**src/hw/rtl/anid_pkg.sv**
```systemverilog
// ----------------------------------------------------------------------------
// anid_pkg
// Shared types, phase codes and the code alphabet for the article name to
// id code block.
// ----------------------------------------------------------------------------
package anid_pkg;

	localparam int NameLimitDef = 32;
	localparam int IdW          = 48;
	localparam int DecW         = 32;
	localparam int HexW         = 12;
	localparam int SymW         = 6;
	localparam int NumSyms      = IdW / SymW;
	localparam int SymIdxW      = $clog2(NumSyms);
	localparam int PhaseW       = 3;

	localparam logic [PhaseW-1:0] PH_TYPE     = 3'd0;
	localparam logic [PhaseW-1:0] PH_DOT1     = 3'd1;
	localparam logic [PhaseW-1:0] PH_DEC      = 3'd2;
	localparam logic [PhaseW-1:0] PH_LETTER_A = 3'd3;
	localparam logic [PhaseW-1:0] PH_AFTER_A  = 3'd4;
	localparam logic [PhaseW-1:0] PH_HEX      = 3'd5;
	localparam logic [PhaseW-1:0] PH_DONE     = 3'd6;

	localparam logic [7:0] CH_NUL = 8'h00;
	localparam logic [7:0] CH_DOT = 8'h2e;
	localparam logic [7:0] CH_M   = 8'h4d;
	localparam logic [7:0] CH_G   = 8'h47;
	localparam logic [7:0] CH_A   = 8'h41;

	typedef struct packed {
		logic [7:0] char_code;
	} char_item_t;

	typedef struct packed {
		logic [6:0]     code_char;
		logic           is_last;
		logic [IdW-1:0] packed_id;
		logic           name_valid;
	} code_item_t;

	function automatic logic [6:0] sym_to_char(input logic [SymW-1:0] sym);
		logic [6:0] ch;
		ch = 7'h5f;
		case (sym) inside
			[6'd0 : 6'd9]:   ch = 7'h30 + {1'b0, sym};
			[6'd10 : 6'd35]: ch = 7'h41 + {1'b0, sym} - 7'd10;
			[6'd36 : 6'd61]: ch = 7'h61 + {1'b0, sym} - 7'd36;
			6'd62:           ch = 7'h2d;
			default:         ch = 7'h5f;
		endcase
		return ch;
	endfunction

	function automatic logic [4:0] hex_digit(input logic [7:0] c);
		logic [4:0] r;
		r = 5'h10;
		case (c) inside
			[8'h30 : 8'h39]: r = {1'b0, c[3:0]};
			[8'h41 : 8'h46],
			[8'h61 : 8'h66]: r = {1'b0, c[3:0] + 4'd9};
			default:         r = 5'h10;
		endcase
		return r;
	endfunction

endpackage

```
**src/hw/rtl/anid_stream_if.sv**
```systemverilog
// ----------------------------------------------------------------------------
// anid_stream_if
// Valid/ready stream channel with a typed payload.
// ----------------------------------------------------------------------------
interface anid_stream_if #(
	parameter type T = logic
);
	logic valid;
	logic ready;
	T     payload;

	modport source (output valid, output payload, input ready);
	modport sink (input valid, input payload, output ready);
endinterface

```
**src/hw/rtl/article_name_to_id_code_top.sv**
```systemverilog
// ----------------------------------------------------------------------------
// article_name_to_id_code_top
// Parses an article file name byte by byte and, on NUL, emits the packed
// 48-bit id as eight characters of a 64-symbol alphabet.
// ----------------------------------------------------------------------------
// channel | dir | payload                                      | per transfer
// chars   | in  | char_code                                    | one name byte
// codes   | out | code_char, is_last, packed_id, name_valid    | one id char
//
// A non-NUL byte only updates the parse state.
// A NUL produces eight output transfers, one per cycle while codes.ready.
// One finished id waits in a pending slot, so parsing of the next name goes
// on during emission; chars.ready drops only while that slot is full.
// arst_n clears the parse state, the emitter and the pending slot.
// ----------------------------------------------------------------------------
module article_name_to_id_code_top #(
	parameter int NAME_LIMIT = anid_pkg::NameLimitDef
) (
	input  logic         clk,
	input  logic         arst_n,
	anid_stream_if.sink   chars,
	anid_stream_if.source codes
);
	import anid_pkg::*;

	localparam int CntW = $clog2(NAME_LIMIT + 1);

	logic [PhaseW-1:0]  phase_q;
	logic               type_q;
	logic [DecW-1:0]    dec_q;
	logic [HexW-1:0]    hex_q;
	logic [CntW-1:0]    cnt_q;
	logic               ok_q;

	logic               busy_q;
	logic [SymIdxW-1:0] idx_q;
	logic [IdW-1:0]     id_q;
	logic               valid_q;

	logic               pend_q;
	logic [IdW-1:0]     pend_id_q;
	logic               pend_valid_q;

	logic               acc_in;
	logic               nul_in;
	logic               take;
	logic [7:0]         c;
	logic [4:0]         hd;
	logic [DecW+3:0]    dec_acc;
	logic [DecW-1:0]    dec_next;
	logic               name_ok;
	logic [IdW-1:0]     id_new;
	logic               done_out;
	logic               emit_free;

	assign c        = chars.payload.char_code;
	assign acc_in   = chars.valid && chars.ready;
	assign nul_in   = acc_in && (c == CH_NUL);
	assign take     = acc_in && (c != CH_NUL) && ok_q &&
		(cnt_q < CntW'(NAME_LIMIT));
	assign hd       = hex_digit(c);
	assign dec_acc  = {1'b0, dec_q, 3'b000} + {3'b000, dec_q, 1'b0} +
		{{(DecW){1'b0}}, c[3:0]};
	assign dec_next = (dec_acc[DecW+3:DecW] != 4'd0) ? {DecW{1'b1}} : dec_acc[DecW-1:0];
	assign name_ok  = ok_q && (phase_q >= PH_AFTER_A);
	assign id_new   = name_ok ?
		{3'b000, type_q, dec_q, hex_q} : {IdW{1'b0}};

	assign done_out  = busy_q && codes.ready && (idx_q == SymIdxW'(NumSyms - 1));
	assign emit_free = !busy_q || done_out;

	assign chars.ready = !pend_q;

	assign codes.valid              = busy_q;
	assign codes.payload.code_char  =
		sym_to_char(id_q[SymW*(NumSyms-1-int'(idx_q)) +: SymW]);
	assign codes.payload.is_last    = (idx_q == SymIdxW'(NumSyms - 1));
	assign codes.payload.packed_id  = id_q;
	assign codes.payload.name_valid = valid_q;

	always_ff @(posedge clk or negedge arst_n) begin
		if (!arst_n) begin
			phase_q <= PH_TYPE;
			type_q  <= 1'b0;
			dec_q   <= '0;
			hex_q   <= '0;
			cnt_q   <= '0;
			ok_q    <= 1'b1;
		end else if (nul_in) begin
			phase_q <= PH_TYPE;
			type_q  <= 1'b0;
			dec_q   <= '0;
			hex_q   <= '0;
			cnt_q   <= '0;
			ok_q    <= 1'b1;
		end else if (take) begin
			cnt_q <= cnt_q + CntW'(1);
			case (phase_q)
				PH_TYPE: begin
					if (c == CH_M) begin
						type_q  <= 1'b0;
						phase_q <= PH_DOT1;
					end else if (c == CH_G) begin
						type_q  <= 1'b1;
						phase_q <= PH_DOT1;
					end else begin
						ok_q <= 1'b0;
					end
				end
				PH_DOT1: begin
					if (c == CH_DOT) begin
						phase_q <= PH_DEC;
					end else begin
						ok_q <= 1'b0;
					end
				end
				PH_DEC: begin
					if (c inside {[8'h30 : 8'h39]}) begin
						dec_q <= dec_next;
					end else if (c == CH_DOT) begin
						phase_q <= PH_LETTER_A;
					end else begin
						ok_q <= 1'b0;
					end
				end
				PH_LETTER_A: begin
					if (c == CH_A) begin
						phase_q <= PH_AFTER_A;
					end else begin
						ok_q <= 1'b0;
					end
				end
				PH_AFTER_A: begin
					phase_q <= (c == CH_DOT) ? PH_HEX : PH_DONE;
				end
				PH_HEX: begin
					if (!hd[4]) begin
						hex_q <= {hex_q[HexW-5:0], hd[3:0]};
					end else begin
						phase_q <= PH_DONE;
					end
				end
				default: begin
				end
			endcase
		end else if (acc_in && ok_q && (cnt_q < CntW'(NAME_LIMIT))) begin
			cnt_q <= cnt_q + CntW'(1);
		end
	end

	always_ff @(posedge clk or negedge arst_n) begin
		if (!arst_n) begin
			busy_q <= 1'b0;
			idx_q  <= '0;
			pend_q <= 1'b0;
		end else begin
			if (nul_in && emit_free) begin
				busy_q <= 1'b1;
				idx_q  <= '0;
			end else if (done_out && pend_q) begin
				busy_q <= 1'b1;
				idx_q  <= '0;
				pend_q <= 1'b0;
			end else if (done_out) begin
				busy_q <= 1'b0;
				idx_q  <= '0;
			end else begin
				if (busy_q && codes.ready) begin
					idx_q <= idx_q + SymIdxW'(1);
				end
				if (nul_in) begin
					pend_q <= 1'b1;
				end
			end
		end
	end

	always_ff @(posedge clk) begin
		if (nul_in && emit_free) begin
			id_q    <= id_new;
			valid_q <= name_ok;
		end else if (done_out && pend_q) begin
			id_q    <= pend_id_q;
			valid_q <= pend_valid_q;
		end
		if (nul_in && !emit_free) begin
			pend_id_q    <= id_new;
			pend_valid_q <= name_ok;
		end
	end

	a_pend_needs_busy: assert property (@(posedge clk) disable iff (!arst_n)
		pend_q |-> busy_q)
		else $error("pending id held while emitter idle");

	a_drain_idle: assert property (@(posedge clk) disable iff (!arst_n)
		(done_out && !pend_q && !nul_in) |=> !codes.valid)
		else $error("output still valid after last character");

	a_bad_name_zero: assert property (@(posedge clk) disable iff (!arst_n)
		(codes.valid && !codes.payload.name_valid) |-> (codes.payload.packed_id == '0))
		else $error("mismatched name gives nonzero id");

	a_count_bound: assert property (@(posedge clk) disable iff (!arst_n)
		cnt_q <= CntW'(NAME_LIMIT))
		else $error("character count beyond limit");

endmodule

```
**src/flat_wrapper.sv**
```systemverilog
// flat-port wrapper written by rule: the top's interface ports become plain ports
module article_name_to_id_code_top_flat import anid_pkg::*;
#(
	parameter int NAME_LIMIT = anid_pkg::NameLimitDef
)
  (clk, arst_n, chars_valid, chars_payload, chars_ready, codes_valid, codes_payload, codes_ready);
  anid_stream_if #(.T(char_item_t)) chars_i ();
  anid_stream_if #(.T(code_item_t)) codes_i ();
  input  logic clk;
  input  logic arst_n;
  input wire logic [$bits(chars_i.valid)-1:0] chars_valid;
  input wire logic [$bits(chars_i.payload)-1:0] chars_payload;
  output wire logic [$bits(chars_i.ready)-1:0] chars_ready;
  output wire logic [$bits(codes_i.valid)-1:0] codes_valid;
  output wire logic [$bits(codes_i.payload)-1:0] codes_payload;
  input wire logic [$bits(codes_i.ready)-1:0] codes_ready;
  assign chars_i.valid = chars_valid;
  assign chars_i.payload = chars_payload;
  assign chars_ready = chars_i.ready;
  assign codes_valid = codes_i.valid;
  assign codes_payload = codes_i.payload;
  assign codes_i.ready = codes_ready;
  article_name_to_id_code_top #(.NAME_LIMIT(NAME_LIMIT)) u_core (.clk(clk), .arst_n(arst_n), .chars(chars_i), .codes(codes_i));
endmodule
```
**config.mk**
```make
export PLATFORM = sky130hd
export DESIGN_NAME = article_name_to_id_code_top_flat
export DESIGN_NICKNAME = d
export VERILOG_FILES = /design/src/hw/rtl/anid_pkg.sv /design/src/hw/rtl/anid_stream_if.sv /design/src/hw/rtl/article_name_to_id_code_top.sv /design/src/flat_wrapper.sv
export SDC_FILE = /design/constraint.sdc
export NUM_CORES = 1
export LEC_CHECK = 0
export BUFFER_PORTS_ARGS = -buffer_cell sky130_fd_sc_hd__buf_2
export CAP_MARGIN = 20
export CORE_ASPECT_RATIO = 1.2
export CORE_MARGIN = 1
export CORE_UTILIZATION = 42
export CTS_BUF_LIST = sky130_fd_sc_hd__clkbuf_8
export CTS_CLUSTER_SIZE = 28
export DETAILED_ROUTE_END_ITERATION = 12
export PLACE_DENSITY_LB_ADDON = 0.25
export SYNTH_ARGS = -nofsm -noshare
export SYNTH_HDL_FRONTEND = slang
export SYNTH_SLANG_ARGS = --single-unit
```
**constraint.sdc**
```tcl
create_clock -name clk -period 11.7 [get_ports clk]
set_input_delay 0 -clock clk [delete_from_list [all_inputs] [get_ports clk]]
set_output_delay 0 -clock clk [all_outputs]
set_load 0.02 [all_outputs]
```
### Yosys cells after proc, flatten, opt, wreduce, memory -nomap -nowiden

Index checks and enable logic that the tools add are counted.
Widths: inputs -> output; s select.

* word-level logic and storage cells: 167
* register bits: 158

* order comparisons: 14
* mux-type cells: 57
* shift operators: 1
* eq/ne operators: 22
* reduce and logical (&&, ||, !) cells: 47
* multiply operators: 1
* bitwise gates (word level): 1
* add/subtract/negate cells: 11

Operator list (count)
* $mux 32: 5
* $mux 48: 2
* $mux 12: 4
* $shiftx 48x32->6: 1
* $mux 45: 1
* $mux 3: 13
* $add 35x33->36: 1
* $add 36x4->36: 1
* $mul 3x32->31 const A: 1
* $mux 7: 4
* $eq 8x7->1 const B: 3
* $mux 1: 20
* $logic_and 1x1->1: 19
* $mux 6: 3
* $pmux 3 s6: 1
* $ge 8x7->1 const B: 2
* $le 8x7->1 const B: 2
* $add 7x6->7 const A: 2
* $reduce_bool 2->1: 7
* $le 6x6->1 const B: 2
* $ne 3x1->1 const B: 4
* $ne 3x2->1 const B: 4
* $reduce_and 3->1: 4
* $mux 5: 2
* 38 further kinds: 46

### Depth between registers and ports, before layout

* word-level depth: 9
* depth in mapped cells: 21

### Worst setup path after synthesis

No wires, ideal clock.

* path type: register -> register
* from: register u_core.pend_q
* to: register u_core.id_q[0], enable pin
* arrival: 4701 ps
* data required time: 11180 ps
* period minus slack after synthesis: 5221 ps
* cell stages (with the launch flop): 6
* buffers on the path: 2
* setup time: 520 ps
* slack: 6479 ps
* cell sequence: dfrtp_1 -> nor4b_1 -> nand4_1 -> clkbuf_1 -> buf_1 -> a21boi_0

* longest elaborated chain between the ends: 5

Ends and longest elaborated chain
* start: declaration: line article_name_to_id_code_top.sv:40 `logic pend_q;`
* start signal: assignment: line article_name_to_id_code_top.sv:155 `pend_q <= 1'b0;`
* start signal: assignment: line article_name_to_id_code_top.sv:163 `pend_q <= 1'b0;`
* start signal: assignment: line article_name_to_id_code_top.sv:172 `pend_q <= 1'b1;`
* $logic_not 1->1: line article_name_to_id_code_top.sv:72 `assign chars.ready = !pend_q;`
* $logic_and 1x1->1: line article_name_to_id_code_top.sv:57 `assign acc_in = chars.valid && chars.ready;`
* $logic_and 1x1->1: line article_name_to_id_code_top.sv:58 `assign nul_in = acc_in && (c == CH_NUL);`
* $logic_and 1x1->1: line article_name_to_id_code_top.sv:179 `if (nul_in && emit_free) begin`
* $reduce_bool 2->1 (no line) *
* end signal: assignment: line article_name_to_id_code_top.sv:180 `id_q <= id_new;`
* end signal: assignment: line article_name_to_id_code_top.sv:183 `id_q <= pend_id_q;`
* end: declaration: line article_name_to_id_code_top.sv:37 `logic [IdW-1:0] id_q;`

Mark *: on every way between the ends. The rest lies on a longest branch, timed or not.
A chain may end at the register's enable or synchronous reset.

### Final worst setup path

* from: register u_core.idx_q[1]
* to: output codes_payload[53]

* longest elaborated chain between the ends: 8

Ends and longest elaborated chain
* start: declaration: line article_name_to_id_code_top.sv:36 `logic [SymIdxW-1:0] idx_q;`
* start signal: assignment: line article_name_to_id_code_top.sv:169 `idx_q <= idx_q + SymIdxW'(1);`
* $sub 3x3->4 *: line article_name_to_id_code_top.sv:76 `sym_to_char(id_q[SymW*(NumSyms-1-int'(idx_q)) +: SymW]);`
* $mul 3x32->31 *: line article_name_to_id_code_top.sv:76
* $shiftx 48x32->6 *: line article_name_to_id_code_top.sv:76
* $add 7x6->7, or another cell as far along: line anid_pkg.sv:48 `[6'd36 : 6'd61]: ch = 7'h61 + {1'b0, sym} - 7'd36;`
* $sub 7x6->7 or $logic_and 1x1->1 (tied branches): line anid_pkg.sv:48, article_name_to_id_code_top.sv:76
* $mux 7 (2 in series): line anid_pkg.sv:45 `case (sym) inside`
* $mux 7 *: line anid_pkg.sv:45
* end: declaration: line flat_wrapper.sv:15 `output wire logic [$bits(codes_i.payload)-1:0] codes_payload;`

Marks and branches as above.

==> impl_results.md <==
* Mapped Area at 10300 um2
* Die width at 145 um
* Hold Vio Cnt, Final at 0
* Pwr dens at 263 nW/um2
* CTS clk-pin slew, worst paths at 0.09 ns
* DR WL/cell at 19.1 um
* Critical Path, Cell by Cell: inv_1, ha_1, ha_1, ha_1, nor4bb_1, a22oi_1, o211ai_1, inv_1, ha_1, nor2_1, a31oi_1, a31oi_1, nor2b_1, o21bai_1, a21oi_1, buf_2
* First-pass DRT Iterations at 6
* Fmax at 185 MHz
* Ys Warns at 0
* Most numerous cell in the Yosys netlist: a21oi_1
* CP max FO at 21
* DP Area at 10800 um2
* Largest net degree at the start of global routing at 61
* Core Area at 24000 um2
* Final setup viols at 0
* Detailed Route Iter0 Violations at 494
* RSZ-0062 raised after global routing: no
* Remaining DRCs at 0
* Skew final at 0.0145 ns
* Post-route minimum period at 5.39 ns
* CTS sink count at 152
* # H-tree levels at 4
* Rows at 62
* Final cycle utilization of the critical path at 46.1%
* CP peak stage delay at 0.76 ns
* Post-Route WL at 25.8 mm
* Largest cells by area after synthesis: edfxtp_1, dfrtp_1, ha_1, mux2_2, a21oi_1
* Worst-skew pair later-pin latency at 0.46 ns
* Share of layout cells above drive strength 1 at 19.3%
* Synth area leader: edfxtp_1
* Crit-path most repeated cell: ha_1
* All-Layer GR Usage at 20.8%
* Cell variety after synth at 81
* Vias per Instance at 5.76
* DR vias at 7766
* Final-report max-slew violation count at 0
* CP arrival at 5.39 ns
* IO Pins at 71
* Worst Max-Slew Pin Slew at 0.976 ns
* Max Cap Violations at 0
* Port Buf Inserts at 67
* Synthesized flop and latch total at 152
* Worst vdd rail ir drop at 0.234 mV
* Vias in the first global route at 7588
* CP top delay family: adder cells
* Yosys top cell area share at 26.8%
* CTS tree: built
* Leakage at 0.00510 uW
* Starting Density at 43.0%
* Seq/Total Area, Yosys at 41.4%
* Design Area, Final at 11300 um2
* Endpoint class of the critical path: output pin
* Clk buf depth at 2
* Setup TNS at 0 ns
* Post-synth top cells: a21oi_1, edfxtp_1, ha_1, dfrtp_1, nor2_1
* Die Y at 174 um
* Hold slack at 0.0464 ns
* Worst hold path class: in2reg
* Syn avg cell area at 10.6 um2
* Outcome: completed
* Data required, critical path at 11.70 ns
* Die ar. at 25200 um2
* Postcts setup bufs at 0
* Async set-reset flop share out of synthesis at 39.5%
* Max-Slew Margin vs Limit at 34.4%
* EDFF count, synth at 92
* Critical path buffers and inverters at 3
* Root buf cell: clkbuf_8
* Final nets at 1111
* DP HPWL at 18.7 mm
* Slowest CP cell: ha_1
* Grt ovf at 0
* Num CTS Buffers at 17
* Main flop type after synthesis: edfxtp_1
* Diodes inserted at 0
* GPL Wtd Cong at 0.949
* Antenna Violating Nets Remaining at 0
* Area delta synth->final at 9.58%
* Global-route wire length before repair at 41.4 mm
* Final Core Density at 47.1%
* CP Launch Type: flop
* Setup Crit Path Kind: reg2out
* Antenna violations before repair at 0
* Cells after synthesis at 972
## metrics by stage
step                setup slack (ns)  std cells  total power [uW]
detailed placement              6.87       1311              2560
global route                    5.97       1348              3160
floorplan                       6.48        974              2120
global placement                7.04       1311              2580
CTS                             6.34       1348              2970
finish                          6.31       1348              2970
## sequential cells by signal, indices dropped and copies added, names as in the netlist
name                 count
u_core.pend_q            1
u_core.id_q             45
u_core.hex_q            12
u_core.codes.valid       1
u_core.pend_id_q        45
u_core.pend_valid_q      1
u_core.valid_q           1
u_core.idx_q             3
u_core.ok_q              1
u_core.cnt_q             6
u_core.dec_q            32
u_core.phase_q           3
u_core.type_q            1
## routing by layer
metal	GRT usage, %	up-vias	part of all wire, %
met2	35.2	182	49
met3	2.63	31	3.5
met4	7.27	0	2.1
met5	0	-	0
li1	-	3766	-
met1	27.3	3787	45
## cell usage in the layout (no fill, tap or decap), types with 4 or more instances in the layout
cell type / n
inv_1: 32
clkbuf_8: 17
nor3b_1: 4
nand2_1: 41
inv_8: 4
buf_2: 67
nor2_1: 53
xnor2_1: 18
dlygate4sd3_1: 5
a31oi_1: 10
o21ai_0: 49
ha_1: 81
a21oi_1: 108
nor2b_1: 9
nand4_1: 6
a221oi_1: 4
nand2b_1: 11
mux4_2: 14
mux2_2: 53
o21bai_1: 6
a22oi_1: 6
and3_1: 54
a21o_1: 17
and2_1: 4
o22ai_1: 6
o211ai_1: 5
edfxtp_1: 92
clkinv_4: 4
inv_6: 5
mux2i_1: 26
nand3_1: 24
o31ai_1: 6
xor2_1: 19
dfrtp_1: 58
nor3_1: 9
buf_4: 9
a211oi_1: 9
## repair_timing
item	in CTS	in global routing
endpoints found under the hold margin	67	0
hold buffers	5	0
gates resized for setup	0	0
## kinds of logic (layout without fill, tap and decap cells)
family / after synthesis / in the layout / synth area share, %
buffers and inverters: 92 / 146 / 4.05
adder cells (fa/ha/maj): 84 / 84 / 10.3
multiplexers: 96 / 96 / 12.0
flip-flops: 152 / 152 / 41.4
other: 1 / 3 / 0.0364
AND/OR/NAND/NOR: 243 / 243 / 12.7
XOR/XNOR: 37 / 37 / 3.15
AO/OA/AOI/OAI: 267 / 267 / 16.3
## worst paths after layout
kind / end / slack, ns / cells after the start / from
hold reg to reg: u_core.hex_q[10] / 0.50 / 2 / u_core.hex_q[10]
hold / removal: u_core.cnt_q[3] / 0.05 / 5 / chars_valid
max in group asynchronous: u_core.phase_q[2] / 10.88 / 3 / arst_n
setup / recovery: codes_payload[53] / 6.31 / 16 / u_core.idx_q[1]
setup reg to reg: u_core.dec_q[7] / 7.13 / 13 / u_core.dec_q[0]
min in group asynchronous: u_core.dec_q[16] / 0.20 / 3 / arst_n
## where the power goes
group / internal (uW) / switching (uW)
Clock: 177 / 223
Sequential: 582 / 21.9
Combinational: 744 / 1230
Total: 1500 / 1470
## tightest hold or removal path: cells and delay by family
kind                      cells  cell delay [ns]
and+or+nand+nor               3             0.24
buffers and inverters         1             0.11
xor gates and xnor gates      1             0.12
## layout make-up
| class | instances | area (um2) |
|---|---|---|
| fill | 2253 | 12700 |
| multi-input combinational | 730 | 5650 |
| inverter | 33 | 124 |
| clock inverter | 15 | 158 |
| timing repair buffer | 81 | 453 |
| tap | 320 | 400 |
| clock buffer | 17 | 234 |
| sequential | 152 | 4270 |
Power figures use the tool's default switching activity.
